--- src/rtl/dlhc_pkg.sv ---
`default_nettype none
// ----------------------------------------------------------------------------
// dlhc_pkg
// Types, constants and helpers shared by the display list hazard checker.
// ----------------------------------------------------------------------------
package dlhc_pkg;

  localparam int STACK_DEPTH   = 16;
  localparam int COMMAND_LIMIT = 200000;
  localparam int SEGMENT_COUNT = 16;

  localparam int STK_AW  = (STACK_DEPTH > 1) ? $clog2(STACK_DEPTH) : 1;
  localparam int DEPTH_W = $clog2(STACK_DEPTH + 1);
  localparam int CNT_W   = $clog2(COMMAND_LIMIT + 1);
  localparam int SEG_AW  = $clog2(SEGMENT_COUNT);

  localparam logic [31:0] ADDR_UNKNOWN    = 32'hffff_ffff;
  localparam logic [2:0]  SIZE_UNKNOWN    = 3'd4;
  localparam logic [12:0] SCISSOR_UNKNOWN = 13'h1000;
  localparam logic [31:0] LOW_ADDR_LIMIT  = 32'h400;
  localparam logic [31:0] CYCLE_MASK      = 32'h30_0000;
  localparam logic [17:0] LOAD_BITS_LIMIT = 18'd464;

  localparam logic CMD_START   = 1'b0;

  localparam logic [1:0] CFG_LIST_START = 2'd0;
  localparam logic [1:0] CFG_LIST_BYTES = 2'd1;
  localparam logic [1:0] CFG_RAM_SIZE   = 2'd2;

  localparam logic [1:0] ST_PARTIAL = 2'd0;
  localparam logic [1:0] ST_HAZARD  = 2'd1;
  localparam logic [1:0] ST_CHECKED = 2'd2;

  localparam logic [4:0] RS_FILL_4BIT      = 5'd0;
  localparam logic [4:0] RS_FILL_IMAGE     = 5'd1;
  localparam logic [4:0] RS_FILL_ZCMP      = 5'd2;
  localparam logic [4:0] RS_FILL_ZUPD      = 5'd3;
  localparam logic [4:0] RS_COPY_32BIT     = 5'd4;
  localparam logic [4:0] RS_COPY_SCISSOR   = 5'd5;
  localparam logic [4:0] RS_CMD_LIMIT      = 5'd6;
  localparam logic [4:0] RS_BAD_MASTER     = 5'd7;
  localparam logic [4:0] RS_NO_END         = 5'd8;
  localparam logic [4:0] RS_BAD_ADDR       = 5'd9;
  localparam logic [4:0] RS_BAD_RECT       = 5'd10;
  localparam logic [4:0] RS_UNTERM_TRI     = 5'd11;
  localparam logic [4:0] RS_TRI_LEN        = 5'd12;
  localparam logic [4:0] RS_UNSUP_HALF     = 5'd13;
  localparam logic [4:0] RS_UNKNOWN_SEG    = 5'd14;
  localparam logic [4:0] RS_STACK_LIMIT    = 5'd15;
  localparam logic [4:0] RS_CHECKED        = 5'd16;
  localparam logic [4:0] RS_COND_CULL      = 5'd17;
  localparam logic [4:0] RS_SEG_OFFSET     = 5'd18;
  localparam logic [4:0] RS_MODE_MASK      = 5'd19;
  localparam logic [4:0] RS_4BIT_LOAD      = 5'd20;
  localparam logic [4:0] RS_REV_TLUT       = 5'd21;
  localparam logic [4:0] RS_MISALIGN_LOAD  = 5'd22;
  localparam logic [4:0] RS_BAD_DMA        = 5'd23;
  localparam logic [4:0] RS_UNSUP_CMD      = 5'd24;

  localparam logic [7:0] OP_NOOP     = 8'h00;
  localparam logic [7:0] OP_VTX      = 8'h01;
  localparam logic [7:0] OP_MOVEMEM3 = 8'h03;
  localparam logic [7:0] OP_MOVEMEM4 = 8'h04;
  localparam logic [7:0] OP_DL       = 8'h06;
  localparam logic [7:0] OP_TRI2     = 8'hb1;
  localparam logic [7:0] OP_RDPHALF3 = 8'hb2;
  localparam logic [7:0] OP_RDPHALF2 = 8'hb3;
  localparam logic [7:0] OP_RDPHALF1 = 8'hb4;
  localparam logic [7:0] OP_B6       = 8'hb6;
  localparam logic [7:0] OP_B7       = 8'hb7;
  localparam logic [7:0] OP_ENDDL    = 8'hb8;
  localparam logic [7:0] OP_SETOML   = 8'hb9;
  localparam logic [7:0] OP_SETOMH   = 8'hba;
  localparam logic [7:0] OP_BB       = 8'hbb;
  localparam logic [7:0] OP_MOVEWORD = 8'hbc;
  localparam logic [7:0] OP_BD       = 8'hbd;
  localparam logic [7:0] OP_CULLDL   = 8'hbe;
  localparam logic [7:0] OP_TRI1     = 8'hbf;
  localparam logic [7:0] OP_C0       = 8'hc0;
  localparam logic [7:0] OP_TEXRECT  = 8'he4;
  localparam logic [7:0] OP_TEXRECTF = 8'he5;
  localparam logic [7:0] OP_SCISSOR  = 8'hed;
  localparam logic [7:0] OP_OTHERM   = 8'hef;
  localparam logic [7:0] OP_LOADTLUT = 8'hf0;
  localparam logic [7:0] OP_F2       = 8'hf2;
  localparam logic [7:0] OP_LOADBLK  = 8'hf3;
  localparam logic [7:0] OP_LOADTILE = 8'hf4;
  localparam logic [7:0] OP_F5       = 8'hf5;
  localparam logic [7:0] OP_FILLRECT = 8'hf6;
  localparam logic [7:0] OP_SETTIMG  = 8'hfd;
  localparam logic [7:0] OP_FE       = 8'hfe;
  localparam logic [7:0] OP_SETCIMG  = 8'hff;
  localparam logic [7:0] MW_SEGMENT  = 8'h06;

  typedef struct packed {
    logic        cmd;
    logic [31:0] word_high;
    logic [31:0] word_low;
    logic        read_ok;
  } dlhc_in_t;

  typedef struct packed {
    logic        done_res;
    logic [31:0] fetch_address;
    logic [1:0]  status;
    logic [4:0]  reason;
    logic [31:0] fault_address;
    logic [31:0] fault_word_high;
    logic [31:0] fault_word_low;
    logic [31:0] caller_address;
    logic [17:0] command_count;
  } dlhc_out_t;

  typedef struct packed {
    logic [31:0] list_start;
    logic [31:0] list_bytes;
    logic [31:0] ram_size;
  } dlhc_cfg_t;

  typedef struct packed {
    logic              seg_we;
    logic [SEG_AW-1:0] seg_waddr;
    logic [23:0]       seg_wdata;
    logic              stk_we;
    logic [STK_AW-1:0] stk_waddr;
    logic [31:0]       ret_wdata;
    logic [31:0]       caller_wdata;
    logic [STK_AW-1:0] stk_raddr_top;
    logic [STK_AW-1:0] stk_raddr_below;
  } dlhc_mem_ctl_t;

  function automatic logic in_range(input logic [31:0] a, input logic [31:0] n,
                                    input logic [31:0] lim);
    in_range = (a >= LOW_ADDR_LIMIT) && (a < lim) && (n <= lim - a);
  endfunction

endpackage
`default_nettype wire

--- src/rtl/dlhc_walker.sv ---
`default_nettype none
// ----------------------------------------------------------------------------
// dlhc_walker
// Walk state and per-command checks; updates state on each evaluated item.
// ----------------------------------------------------------------------------
module dlhc_walker
  import dlhc_pkg::*;
(
  input  wire logic          clk,
  input  wire logic          rst_n,
  input  wire logic          fire,
  input  wire dlhc_in_t      item,
  input  wire dlhc_cfg_t     cfg,
  input  wire logic [23:0]   seg_rdata,
  input  wire logic [31:0]   ret_rdata,
  input  wire logic [31:0]   caller_top,
  input  wire logic [31:0]   caller_below,
  output dlhc_mem_ctl_t      mem_ctl,
  output dlhc_out_t          result
);

  logic [31:0]        pc_r, pc_nxt;
  logic [31:0]        root_start_r, root_start_nxt;
  logic [31:0]        root_end_r, root_end_nxt;
  logic [15:0]        seg_known_r, seg_known_nxt;
  logic [DEPTH_W-1:0] depth_r, depth_nxt;
  logic [31:0]        mode_high_r, mode_high_nxt;
  logic [31:0]        mode_low_r, mode_low_nxt;
  logic [31:0]        hmask_r, hmask_nxt;
  logic [31:0]        lmask_r, lmask_nxt;
  logic [31:0]        tex_addr_r, tex_addr_nxt;
  logic [2:0]         tex_size_r, tex_size_nxt;
  logic [2:0]         color_size_r, color_size_nxt;
  logic [12:0]        scissor_r, scissor_nxt;
  logic [5:0]         half_index_r, half_index_nxt;
  logic [5:0]         half_total_r, half_total_nxt;
  logic [1:0]         rect_left_r, rect_left_nxt;
  logic [CNT_W-1:0]   cnt_r, cnt_nxt;
  logic               verdict_r, verdict_nxt;
  logic               walking_r, walking_nxt;
  logic [1:0]         fin_status_r, fin_status_nxt;
  logic [4:0]         fin_reason_r, fin_reason_nxt;
  logic [31:0]        last_addr_r, last_addr_nxt;
  logic [31:0]        last_hi_r, last_hi_nxt;
  logic [31:0]        last_lo_r, last_lo_nxt;
  logic [31:0]        last_caller_r, last_caller_nxt;

  // draw hazard on the current mode state
  logic       dh_hit;
  logic [4:0] dh_code;
  logic [1:0] cyc;

  always_comb begin
    dh_hit  = 1'b0;
    dh_code = RS_FILL_4BIT;
    cyc     = mode_high_r[21:20];
    if ((hmask_r & CYCLE_MASK) == CYCLE_MASK) begin
      if (cyc == 2'd3) begin
        if (color_size_r == 3'd0) begin
          dh_hit = 1'b1; dh_code = RS_FILL_4BIT;
        end else if ((mode_low_r & lmask_r & 32'h40) != 32'd0) begin
          dh_hit = 1'b1; dh_code = RS_FILL_IMAGE;
        end else if ((mode_low_r & lmask_r & 32'h10) != 32'd0) begin
          dh_hit = 1'b1; dh_code = RS_FILL_ZCMP;
        end else if ((lmask_r & 32'h24) == 32'h24 && (mode_low_r & 32'h24) == 32'h20) begin
          dh_hit = 1'b1; dh_code = RS_FILL_ZUPD;
        end
      end else if (cyc == 2'd2) begin
        if (color_size_r == 3'd3) begin
          dh_hit = 1'b1; dh_code = RS_COPY_32BIT;
        end else if (scissor_r != SCISSOR_UNKNOWN && scissor_r != 13'd0) begin
          dh_hit = 1'b1; dh_code = RS_COPY_SCISSOR;
        end
      end
    end
  end

  logic [31:0] w0, w1, pc8, seg_addr, mask, pix, tex_sum;
  logic [7:0]  op, sh, sz, exp_op;
  logic [15:0] mw_off, dma_len;
  logic [5:0]  sub, hi_nxt;
  logic [17:0] load_bits;
  logic        seg_ok, fin, do_adv, pushed, popped;
  logic [1:0]  fst;
  logic [4:0]  frs;
  logic [31:0] top_new;

  always_comb begin
    pc_nxt          = pc_r;
    root_start_nxt  = root_start_r;
    root_end_nxt    = root_end_r;
    seg_known_nxt   = seg_known_r;
    depth_nxt       = depth_r;
    mode_high_nxt   = mode_high_r;
    mode_low_nxt    = mode_low_r;
    hmask_nxt       = hmask_r;
    lmask_nxt       = lmask_r;
    tex_addr_nxt    = tex_addr_r;
    tex_size_nxt    = tex_size_r;
    color_size_nxt  = color_size_r;
    scissor_nxt     = scissor_r;
    half_index_nxt  = half_index_r;
    half_total_nxt  = half_total_r;
    rect_left_nxt   = rect_left_r;
    cnt_nxt         = cnt_r;
    verdict_nxt     = verdict_r;
    walking_nxt     = walking_r;
    fin_status_nxt  = fin_status_r;
    fin_reason_nxt  = fin_reason_r;
    last_addr_nxt   = last_addr_r;
    last_hi_nxt     = last_hi_r;
    last_lo_nxt     = last_lo_r;
    last_caller_nxt = last_caller_r;

    mem_ctl                 = '0;
    mem_ctl.stk_waddr       = depth_r[STK_AW-1:0];
    mem_ctl.stk_raddr_top   = STK_AW'(depth_r - DEPTH_W'(1));
    mem_ctl.stk_raddr_below = STK_AW'(depth_r - DEPTH_W'(2));
    mem_ctl.seg_waddr       = item.word_high[13:10];
    mem_ctl.seg_wdata       = item.word_low[23:0];
    mem_ctl.ret_wdata       = pc_r + 32'd8;
    mem_ctl.caller_wdata    = last_addr_r;

    fin    = 1'b0;
    fst    = ST_PARTIAL;
    frs    = RS_FILL_4BIT;
    do_adv = 1'b0;
    pushed = 1'b0;
    popped = 1'b0;

    w0       = item.word_high;
    w1       = item.word_low;
    op       = w0[31:24];
    pc8      = pc_r + 32'd8;
    seg_ok   = seg_known_r[w1[27:24]];
    seg_addr = {8'd0, w1[23:0]} + {8'd0, seg_rdata};
    sh       = w0[15:8];
    sz       = w0[7:0];
    mask     = (32'hffff_ffff >> (6'd32 - sz[5:0])) << sh[4:0];
    mw_off   = w0[23:8];
    dma_len  = w0[15:0];
    sub      = w1[29:24];
    hi_nxt   = half_index_r + 6'd1;
    exp_op   = (rect_left_r == 2'd2) ? OP_RDPHALF1 : OP_RDPHALF2;
    if (op == OP_LOADBLK) begin
      pix = 32'(w1[23:12]) + 32'd1;
    end else begin
      pix = 32'(w1[23:14]) - 32'(w0[23:14]) + 32'd1;
    end
    load_bits = 18'(pix[12:0]) << ({1'b0, tex_size_r[1:0]} + 3'd2);
    tex_sum   = tex_addr_r & 32'hf;

    if (item.cmd == CMD_START) begin
      pc_nxt          = '0;
      root_start_nxt  = '0;
      root_end_nxt    = '0;
      seg_known_nxt   = '0;
      depth_nxt       = '0;
      mode_high_nxt   = '0;
      mode_low_nxt    = '0;
      hmask_nxt       = '0;
      lmask_nxt       = '0;
      tex_addr_nxt    = ADDR_UNKNOWN;
      tex_size_nxt    = SIZE_UNKNOWN;
      color_size_nxt  = SIZE_UNKNOWN;
      scissor_nxt     = SCISSOR_UNKNOWN;
      half_index_nxt  = '0;
      half_total_nxt  = '0;
      rect_left_nxt   = '0;
      cnt_nxt         = '0;
      verdict_nxt     = 1'b0;
      walking_nxt     = 1'b1;
      fin_status_nxt  = '0;
      fin_reason_nxt  = '0;
      last_addr_nxt   = '0;
      last_hi_nxt     = '0;
      last_lo_nxt     = '0;
      last_caller_nxt = '0;
      if (cfg.list_start[2:0] != 3'd0 || cfg.list_bytes == 32'd0 ||
          cfg.list_bytes[2:0] != 3'd0 ||
          !in_range(cfg.list_start, cfg.list_bytes, cfg.ram_size)) begin
        last_addr_nxt = cfg.list_start;
        fin = 1'b1; fst = ST_HAZARD; frs = RS_BAD_MASTER;
      end else begin
        pc_nxt         = cfg.list_start;
        root_start_nxt = cfg.list_start;
        root_end_nxt   = cfg.list_start + cfg.list_bytes;
        do_adv         = 1'b1;
      end
    end else if (!verdict_r && walking_r) begin
      if (!item.read_ok) begin
        last_hi_nxt = '0;
        last_lo_nxt = '0;
        fin = 1'b1; fst = ST_HAZARD; frs = RS_BAD_ADDR;
      end else begin
        last_hi_nxt = w0;
        last_lo_nxt = w1;
        cnt_nxt     = cnt_r + CNT_W'(1);
        pc_nxt      = pc8;
        if (rect_left_r != 2'd0) begin
          if (op != exp_op) begin
            fin = 1'b1; fst = ST_HAZARD; frs = RS_BAD_RECT;
          end else begin
            rect_left_nxt = rect_left_r - 2'd1;
          end
        end else if (half_index_r != 6'd0) begin
          if (!(op inside {OP_RDPHALF1, OP_RDPHALF3, OP_RDPHALF2})) begin
            fin = 1'b1; fst = ST_HAZARD; frs = RS_UNTERM_TRI;
          end else begin
            half_index_nxt = hi_nxt;
            if (hi_nxt > half_total_r || (op == OP_RDPHALF2 && hi_nxt != half_total_r) ||
                (hi_nxt == half_total_r && op != OP_RDPHALF2)) begin
              fin = 1'b1; fst = ST_HAZARD; frs = RS_TRI_LEN;
            end else if (op == OP_RDPHALF2) begin
              half_index_nxt = '0;
            end
          end
        end else if (op == OP_RDPHALF1) begin
          if (sub < 6'd8 || sub > 6'd15) begin
            fin = 1'b1; fst = ST_PARTIAL; frs = RS_UNSUP_HALF;
          end else begin
            half_total_nxt = 6'd8 + (sub[2] ? 6'd16 : 6'd0) + (sub[1] ? 6'd16 : 6'd0) +
                             (sub[0] ? 6'd4 : 6'd0);
            half_index_nxt = 6'd1;
            if (dh_hit) begin
              fin = 1'b1; fst = ST_HAZARD; frs = dh_code;
            end
          end
        end else if (op == OP_DL) begin
          if (!seg_ok) begin
            fin = 1'b1; fst = ST_PARTIAL; frs = RS_UNKNOWN_SEG;
          end else begin
            if (w0[23:16] == 8'd0) begin
              if (32'(depth_r) >= 32'(STACK_DEPTH)) begin
                fin = 1'b1; fst = ST_PARTIAL; frs = RS_STACK_LIMIT;
              end else begin
                mem_ctl.stk_we = 1'b1;
                depth_nxt      = depth_r + DEPTH_W'(1);
                pushed         = 1'b1;
              end
            end else if (depth_r == '0) begin
              root_start_nxt = '0;
              root_end_nxt   = cfg.ram_size;
            end
            if (!fin) begin
              pc_nxt = seg_addr;
            end
          end
        end else if (op == OP_ENDDL) begin
          if (depth_r != '0) begin
            depth_nxt = depth_r - DEPTH_W'(1);
            pc_nxt    = ret_rdata;
            popped    = 1'b1;
          end else begin
            fin = 1'b1; fst = ST_CHECKED; frs = RS_CHECKED;
          end
        end else if (op == OP_CULLDL) begin
          fin = 1'b1; fst = ST_PARTIAL; frs = RS_COND_CULL;
        end else if (op == OP_MOVEWORD && w0[7:0] == MW_SEGMENT) begin
          if (mw_off[1:0] != 2'd0 || mw_off >= 16'd64) begin
            fin = 1'b1; fst = ST_HAZARD; frs = RS_SEG_OFFSET;
          end else begin
            mem_ctl.seg_we = 1'b1;
            seg_known_nxt[mw_off[5:2]] = 1'b1;
          end
        end else if (op == OP_SETOMH || op == OP_SETOML) begin
          if (sz == 8'd0 || sh >= 8'd32 || (9'(sz) + 9'(sh)) > 9'd32) begin
            fin = 1'b1; fst = ST_HAZARD; frs = RS_MODE_MASK;
          end else if (op == OP_SETOMH) begin
            mode_high_nxt = (mode_high_r & ~mask) | w1;
            hmask_nxt     = hmask_r | mask;
          end else begin
            mode_low_nxt = (mode_low_r & ~mask) | w1;
            lmask_nxt    = lmask_r | mask;
          end
        end else if (op == OP_OTHERM) begin
          mode_high_nxt = {8'd0, w0[23:0]};
          mode_low_nxt  = w1;
          hmask_nxt     = 32'hffff_ffff;
          lmask_nxt     = 32'hffff_ffff;
        end else if (op == OP_SETTIMG) begin
          tex_addr_nxt = seg_ok ? seg_addr : ADDR_UNKNOWN;
          tex_size_nxt = {1'b0, w0[20:19]};
        end else if (op == OP_SETCIMG) begin
          color_size_nxt = {1'b0, w0[20:19]};
        end else if (op == OP_SCISSOR) begin
          scissor_nxt = {1'b0, w0[23:12]};
        end else if (op inside {OP_LOADTILE, OP_LOADBLK, OP_LOADTLUT}) begin
          if (op != OP_LOADBLK && tex_size_r == 3'd0) begin
            fin = 1'b1; fst = ST_HAZARD; frs = RS_4BIT_LOAD;
          end else if (op == OP_LOADTLUT && w0[23:14] > w1[23:14]) begin
            fin = 1'b1; fst = ST_HAZARD; frs = RS_REV_TLUT;
          end else if (op != OP_LOADTLUT && tex_addr_r != ADDR_UNKNOWN &&
                       tex_sum > 32'd0 && tex_sum < 32'd8 &&
                       tex_size_r > 3'd0 && tex_size_r <= 3'd3 &&
                       pix <= 32'd4096 && load_bits >= LOAD_BITS_LIMIT) begin
            fin = 1'b1; fst = ST_HAZARD; frs = RS_MISALIGN_LOAD;
          end
        end else if (op inside {OP_VTX, OP_MOVEMEM3, OP_MOVEMEM4}) begin
          if (seg_ok && (seg_addr[2:0] != 3'd0 || dma_len == 16'd0 ||
              !in_range(seg_addr, 32'(dma_len), cfg.ram_size))) begin
            fin = 1'b1; fst = ST_HAZARD; frs = RS_BAD_DMA;
          end
        end else if (op inside {OP_FILLRECT, OP_TEXRECT, OP_TEXRECTF, OP_TRI1, OP_TRI2}) begin
          if (dh_hit) begin
            fin = 1'b1; fst = ST_HAZARD; frs = dh_code;
          end else if (op == OP_TEXRECT || op == OP_TEXRECTF) begin
            rect_left_nxt = 2'd2;
          end
        end else if (!(op inside {OP_NOOP, OP_MOVEWORD, OP_BB, OP_BD, OP_B6, OP_B7, OP_C0,
                                  [8'he6:8'hee], OP_F2, OP_F5, [8'hf7:8'hfc], OP_FE})) begin
          fin = 1'b1; fst = ST_PARTIAL; frs = RS_UNSUP_CMD;
        end
      end
      do_adv = !fin;
    end

    // caller of the innermost list after this command
    if (pushed) begin
      top_new = last_addr_r;
    end else if (popped) begin
      top_new = caller_below;
    end else begin
      top_new = caller_top;
    end

    if (do_adv) begin
      if (32'(cnt_nxt) >= 32'(COMMAND_LIMIT)) begin
        fin = 1'b1; fst = ST_PARTIAL; frs = RS_CMD_LIMIT;
      end else begin
        last_addr_nxt   = pc_nxt;
        last_caller_nxt = (depth_nxt != '0) ? top_new : 32'd0;
        if (depth_nxt == '0 && (pc_nxt < root_start_nxt || pc_nxt >= root_end_nxt)) begin
          last_hi_nxt = '0;
          last_lo_nxt = '0;
          fin = 1'b1; fst = ST_HAZARD; frs = RS_NO_END;
        end else if (pc_nxt[2:0] != 3'd0 || !in_range(pc_nxt, 32'd8, cfg.ram_size)) begin
          last_hi_nxt = '0;
          last_lo_nxt = '0;
          fin = 1'b1; fst = ST_HAZARD; frs = RS_BAD_ADDR;
        end
      end
    end

    if (fin) begin
      verdict_nxt    = 1'b1;
      fin_status_nxt = fst;
      fin_reason_nxt = frs;
    end

    if (verdict_nxt) begin
      result.done_res        = 1'b1;
      result.fetch_address   = '0;
      result.status          = fin_status_nxt;
      result.reason          = fin_reason_nxt;
      result.fault_address   = last_addr_nxt;
      result.fault_word_high = last_hi_nxt;
      result.fault_word_low  = last_lo_nxt;
    end else begin
      result.done_res        = 1'b0;
      result.fetch_address   = pc_nxt;
      result.status          = ST_PARTIAL;
      result.reason          = '0;
      result.fault_address   = pc_nxt;
      result.fault_word_high = '0;
      result.fault_word_low  = '0;
    end
    result.caller_address = last_caller_nxt;
    result.command_count  = 18'(cnt_nxt);
  end

  always_ff @(posedge clk) begin
    if (!rst_n) begin
      pc_r          <= '0;
      root_start_r  <= '0;
      root_end_r    <= '0;
      seg_known_r   <= '0;
      depth_r       <= '0;
      mode_high_r   <= '0;
      mode_low_r    <= '0;
      hmask_r       <= '0;
      lmask_r       <= '0;
      tex_addr_r    <= ADDR_UNKNOWN;
      tex_size_r    <= SIZE_UNKNOWN;
      color_size_r  <= SIZE_UNKNOWN;
      scissor_r     <= SCISSOR_UNKNOWN;
      half_index_r  <= '0;
      half_total_r  <= '0;
      rect_left_r   <= '0;
      cnt_r         <= '0;
      verdict_r     <= 1'b0;
      walking_r     <= 1'b0;
      fin_status_r  <= '0;
      fin_reason_r  <= '0;
      last_addr_r   <= '0;
      last_hi_r     <= '0;
      last_lo_r     <= '0;
      last_caller_r <= '0;
    end else if (fire) begin
      pc_r          <= pc_nxt;
      root_start_r  <= root_start_nxt;
      root_end_r    <= root_end_nxt;
      seg_known_r   <= seg_known_nxt;
      depth_r       <= depth_nxt;
      mode_high_r   <= mode_high_nxt;
      mode_low_r    <= mode_low_nxt;
      hmask_r       <= hmask_nxt;
      lmask_r       <= lmask_nxt;
      tex_addr_r    <= tex_addr_nxt;
      tex_size_r    <= tex_size_nxt;
      color_size_r  <= color_size_nxt;
      scissor_r     <= scissor_nxt;
      half_index_r  <= half_index_nxt;
      half_total_r  <= half_total_nxt;
      rect_left_r   <= rect_left_nxt;
      cnt_r         <= cnt_nxt;
      verdict_r     <= verdict_nxt;
      walking_r     <= walking_nxt;
      fin_status_r  <= fin_status_nxt;
      fin_reason_r  <= fin_reason_nxt;
      last_addr_r   <= last_addr_nxt;
      last_hi_r     <= last_hi_nxt;
      last_lo_r     <= last_lo_nxt;
      last_caller_r <= last_caller_nxt;
    end
  end

`ifndef SYNTHESIS
  a_depth_bound: assert property (@(posedge clk) disable iff (!rst_n)
    32'(depth_r) <= 32'(STACK_DEPTH))
    else $error("call stack depth beyond limit");
  a_count_bound: assert property (@(posedge clk) disable iff (!rst_n)
    32'(cnt_r) <= 32'(COMMAND_LIMIT))
    else $error("command counter beyond limit");
  a_verdict_sticky: assert property (@(posedge clk) disable iff (!rst_n)
    fire && verdict_r && item.cmd != CMD_START |=> verdict_r && $stable(fin_reason_r))
    else $error("verdict changed without start");
`endif

endmodule
`default_nettype wire

--- config.mk ---
export PLATFORM = sky130hd
export DESIGN_NAME = dlhc_walker
export DESIGN_NICKNAME = d
export VERILOG_FILES = /design/src/rtl/dlhc_pkg.sv /design/src/rtl/dlhc_walker.sv
export SDC_FILE = /design/constraint.sdc
export NUM_CORES = 2
export LEC_CHECK = 0
export ABC_AREA = 0
export BUFFER_PORTS_ARGS = -buffer_cell sky130_fd_sc_hd__buf_2
export CAP_MARGIN = 5
export CORE_ASPECT_RATIO = 1.25
export CORE_MARGIN = 4
export CORE_UTILIZATION = 45
export DETAILED_ROUTE_END_ITERATION = 8
export PLACE_DENSITY_LB_ADDON = 0.2
export SLEW_MARGIN = 0
export SYNTH_ARGS = -nofsm -noshare
export SYNTH_HDL_FRONTEND = slang
export SYNTH_SLANG_ARGS = --single-unit
--- constraint.sdc ---
create_clock -name clk -period 14.65 [get_ports clk]
set_clock_uncertainty 0.15 [all_clocks]
set_input_delay 1.465 -clock clk [delete_from_list [all_inputs] [get_ports clk]]
set_output_delay 1.465 -clock clk [all_outputs]
set_load 0.05 [all_outputs]
# Yosys cells after proc, flatten, opt, wreduce, memory -nomap -nowiden
# Index checks and enable logic that the tools add are counted.
dict set report totals {
  input_bits 285
  regBits 465
  word_cells 686
  out_inout_bits 292
}
dict set report op_classes {
  bitwise_logic 10
  reduce_logical 80
  n_shift 3
  magnitude_cmp 33
  muxes 422
  n_addsub 21
  n_eq_ne 92
}
# cell count
set op_table {}
lappend op_table {{32-bit 2-to-1 mux} 127}
lappend op_table {{5-bit 2-to-1 mux} 51}
lappend op_table {{8-bit == test, second input constant} 28}
lappend op_table {{13-bit 2-to-1 mux} 15}
lappend op_table {{16-bit 2-to-1 mux} 11}
lappend op_table {{136-bit 2-to-1 mux} 1}
lappend op_table {{32-bit OR} 4}
lappend op_table {{1-bit 2-to-1 mux} 107}
lappend op_table {{6-bit 2-to-1 mux} 17}
lappend op_table {{3-bit 2-to-1 mux} 33}
lappend op_table {{2-bit 2-to-1 mux} 49}
lappend op_table {{32-bit less-than comparator} 3}
lappend op_table {{32-bit AND} 2}
lappend op_table {{32-bit by 11-bit greater-or-equal comparator with 1-bit output, second input constant} 2}
lappend op_table {{32-bit subtractor} 2}
lappend op_table {{18-bit 2-to-1 mux} 3}
lappend op_table {{3-bit != test, second input constant} 18}
lappend op_table {{13-bit AND reduction} 3}
lappend op_table {{32-bit adder} 1}
lappend op_table {{32-bit by 4-bit adder with 32-bit output, second input constant} 1}
lappend op_table {{32-bit greater-or-equal comparator} 1}
lappend op_table {{16-bit by 32-bit <= comparator with 1-bit output} 1}
lappend op_table {{32-bit by 13-bit <= comparator with 1-bit output, second input constant} 1}
lappend op_table {{32-bit <= comparator} 1}
lappend op_table {{other kinds (83)} 179}

# Longest topological paths before layout
dict set report logic_depth {
  depth_word 35
  depth_mapped 54
  mapped_depth_nobuf 48
}

# Worst setup path before layout
# No wires, ideal clock.
dict set report synth_path {
  path_kind {input -> output}
  startpoint {input cfg[65] in the netlist's numbering}
  endpoint {output result[114] in the netlist's numbering}
  path_stages 52
  required_time_ps 13035
  path_buffers 5
  path_slack_ps 1184
  t_arrival_ps 11851
  cell_sequence {inv_1 > ha_1 > nor2b_1 > o21ai_0 > a21oi_1 > o21ai_0 > a21oi_1 > o21ai_0 > a21oi_1 > o21ai_0 > a21oi_1 > o21a_1 > nor2_1 > o2111ai_1 > a31o_2 > nand3_1 > nand2_1 > a21oi_1 > (+16 left out) > a21oi_1 > nor2b_1 > or2_2 > a21o_1 > o211a_1 > o21ai_1 > a211oi_1 > or4_1 > a2111oi_0 > nand4_1 > or4_1 > nand4_1 > a211o_1 > a22o_1 > buf_4 > buf_4 > nor2_1 > a31oi_1}
}
# element line
set synth_rtl {}
lappend synth_rtl {{from (decl)} dlhc_walker.sv:13} ;# input wire dlhc_cfg_t cfg,
lappend synth_rtl {{to (decl)} dlhc_walker.sv:19} ;# output dlhc_out_t result

==> results.json <==
{
  "status": "finished, final reports clean",
  "vias": 37100,
  "grt_max_degree": 102,
  "clkTransAtPathRegs_ns": 0.05,
  "final_max_slew_viol_count": 0,
  "design_area_mm2": 0.0374,
  "yosys_register_bits": 318,
  "power_mw": 3.23,
  "io_pins": 577,
  "rrSetupSlack_ns": 5.71,
  "synth_cell_types": 109,
  "cp-end-kind": "output port",
  "wire_per_inst_um": 26.4,
  "dp.cells": 5734,
  "synth-edff-count": 0,
  "synth_compound_area_frac": 0.310,
  "worstHoldStart": "lmask_r[5]$_SDFFE_PN0P_",
  "grt_pass1_wl_um": 221000,
  "crit_slowest_cell": "a2bb2oi_1",
  "peakVddDrop_v": 0.0000658,
  "die_y_um": 309,
  "drive_gt1_frac": 0.190,
  "grt_antenna_before_repair": 12,
  "postSynth.asyncResetShare": 0,
  "holdBufCountCts": 0,
  "final_nets": 5404,
  "clk_latency_ns": 0.58,
  "synthSimpleGateAreaFrac": 0.228,
  "rsz0062_at_grt": "false",
  "area_growth_pct": 14.5,
  "die-area_mm2": 0.0770,
  "relSlewSlack": 0.235,
  "worst-path-buf-inv": 7,
  "avgSynthCellArea_um2": 7.35,
  "place_congestion": 1.03,
  "critPathTopFamily": "compound AO/OA/AOI/OAI gates",
  "row_count": 110,
  "synth_xor_area_frac": 0.0498,
  "cts_resized": 0,
  "core_area_mm2": 0.0720,
  "fmax_mhz": 72.6,
  "multiInputGateArea_mm2": 0.0242,
  "globalRouteTotalUtil": 0.372,
  "postSynthCellCount": 4440,
  "layout_common_cells": "buf_2 (573), nor2_1 (527), nand2_1 (329), a21oi_1 (326), dfxtp_1 (318)",
  "slowest_delay_ns": 0.78,
  "startpoint_type": "input pin",
  "synth_ff_type": "dfxtp_1",
  "synth_nets": 5019,
  "seq_area_mm2": 0.00637,
  "yosys_warnings": 0,
  "min_path_type": "reg2reg",
  "cts_max_level": 2,
  "min_to": "lmask_r[5]$_SDFFE_PN0P_",
  "synth.cell_area_mm2": 0.0327,
  "clock_sinks": 318,
  "instances_no_fill": 5815,
  "dp.final_hpwl_um": 120000,
  "overflow": 0,
  "reg2reg_from": "half_index_r[2]$_SDFFE_PN0P_",
  "yosysSeqAreaShare": 0.195,
  "path_class": "in2out",
  "grt_pass1_vias": 34000,
  "synth_top_family_by_area": "compound AO/OA/AOI/OAI gates",
  "worst-path-stages": 48,
  "drc_errors": 0,
  "vias_per_cell": 6.38,
  "setup_viol": 0,
  "nFillCells": 7249,
  "tns_ns": 0,
  "drtAntennaViolNets": 0,
  "max_cap_violations": 0,
  "dieWidth_um": 249,
  "clockRootBuffer": "clkbuf_16",
  "period_share": 0.940,
  "drt-total-wl_um": 153000,
  "start_util": 0.454,
  "io_buffer_count": 576,
  "r2r-end": "last_lo_r[2]$_SDFFE_PN0P_",
  "cts_max_path_buffers": 3,
  "utilization": 0.519,
  "p_leak_nw": 16.4,
  "cts_made_buffers": 38,
  "cp_common_cell": "a21oi_1",
  "synth_mux_area_frac": 0.0349,
  "worstPathArrival_ns": 12.15,
  "worstMarginPinSlew_ns": 1.14,
  "crit_required_ns": 13.03,
  "place_area_mm2": 0.0360,
  "r2r_cells": 26,
  "whs_path_depth": 2,
  "p_per_area_mw_per_mm2": 86.3,
  "drtIter0Drc": 3807,
  "cts_tree": "built",
  "crit_fanout": 36,
  "final_common_cell": "buf_2",
  "synth_fa_ha_area_frac": 0.117,
  "firstDrtPassIters": 6,
  "min_period_ns": 13.77,
  "hold_viol": 0
}
## power breakdown
part / leakage, nW / switching [mW] / total (mW) / internal, mW
sequential: 2.59 / 0.0312 / 0.927 / 0.896
clock: 0.642 / 0.412 / 1.01 / 0.599
combinational: 13.2 / 0.858 / 1.29 / 0.431
total: 16.4 / 1.30 / 3.23 / 1.93
## cell usage after synthesis, types with 74 or more instances
cell	count	area share
xor2_1	74	0.020
a211oi_1	114	0.026
inv_1	197	0.023
xnor2_1	95	0.025
o21ai_0	255	0.039
nor2_1	530	0.061
a22oi_1	142	0.033
mux2i_1	98	0.030
ha_1	287	0.11
nand3_1	176	0.027
clkbuf_1	216	0.025
dfxtp_1	318	0.19
a21o_1	80	0.018
nor3_1	86	0.013
nand2_1	330	0.038
a21oi_1	327	0.050
## logic make-up (layout without fill, tap and decap cells)
family | Yosys count | in the layout
other cells | 0 | 10
flops | 318 | 318
buf+inv | 507 | 920
xor+xnor | 176 | 176
fa+ha+maj | 301 | 301
compound gates | 1474 | 1474
simple gates | 1557 | 1557
mux | 107 | 107
## worst max-delay path by stage
stage                       start          end  slack, ns
final                      cfg[0]  result[122]       0.88
after global routing       cfg[0]  result[114]       0.27
after CTS                 cfg[65]  result[122]       0.85
after detailed placement  cfg[65]  result[122]       0.95
after global placement    cfg[65]  result[122]       1.05
after floorplan           cfg[65]  result[114]       1.18
## through the flow
step	hold slack [ns]	setup WS, ns
after floorplan	0.271	1.18
after global placement	0.281	1.05
after detailed placement	0.287	0.952
after CTS	0.299	0.853
after global routing	0.319	0.267
final	0.301	0.882
## cell type report
| cell class | count | share of cell area |
|---|---|---|
| clock buffers | 59 | 0.0311 |
| inverters | 200 | 0.0202 |
| flip-flops and latches | 318 | 0.170 |
| diodes | 10 | 0.000669 |
| well taps | 952 | 0.0319 |
| clock inverters | 9 | 0.00382 |
| repair buffers | 652 | 0.0938 |
| multi-input cells | 3615 | 0.648 |
## metal layers
| layer | track usage | part of all wire | vias up | wire [um] |
|---|---|---|---|---|
| met5 | 0 | 0.00042 | - | 64 |
| met4 | 0.216 | 0.070 | 10 | 10800 |
| met3 | 0.0691 | 0.090 | 450 | 13800 |
| met2 | 0.622 | 0.46 | 2067 | 70700 |
| met1 | 0.450 | 0.38 | 17400 | 58100 |
| li1 | - | - | 17200 | - |
## flip-flops by register name (all words and copies together), names as in the netlist, 5 cells and up
name           cells
seg_known_r       16
last_addr_r       32
fin_reason_r       5
pc_r              32
half_index_r       6
depth_r            5
root_end_r        32
last_hi_r         32
scissor_r         12
cnt_r             18
last_lo_r         32
last_caller_r     32
root_start_r      32
## worst min-delay path: stages (launching register included)
cell and delay, ns:
dfxtp_1 0.31, inv_1 0.05, a21oi_1 0.05
## what timing repair did
action | in CTS | in global routing
hold endpoints to repair | 0 | 0
setup buffers | 0 | 3
setup endpoints to repair | 0 | 30
(Power assumes the default switching activity.)
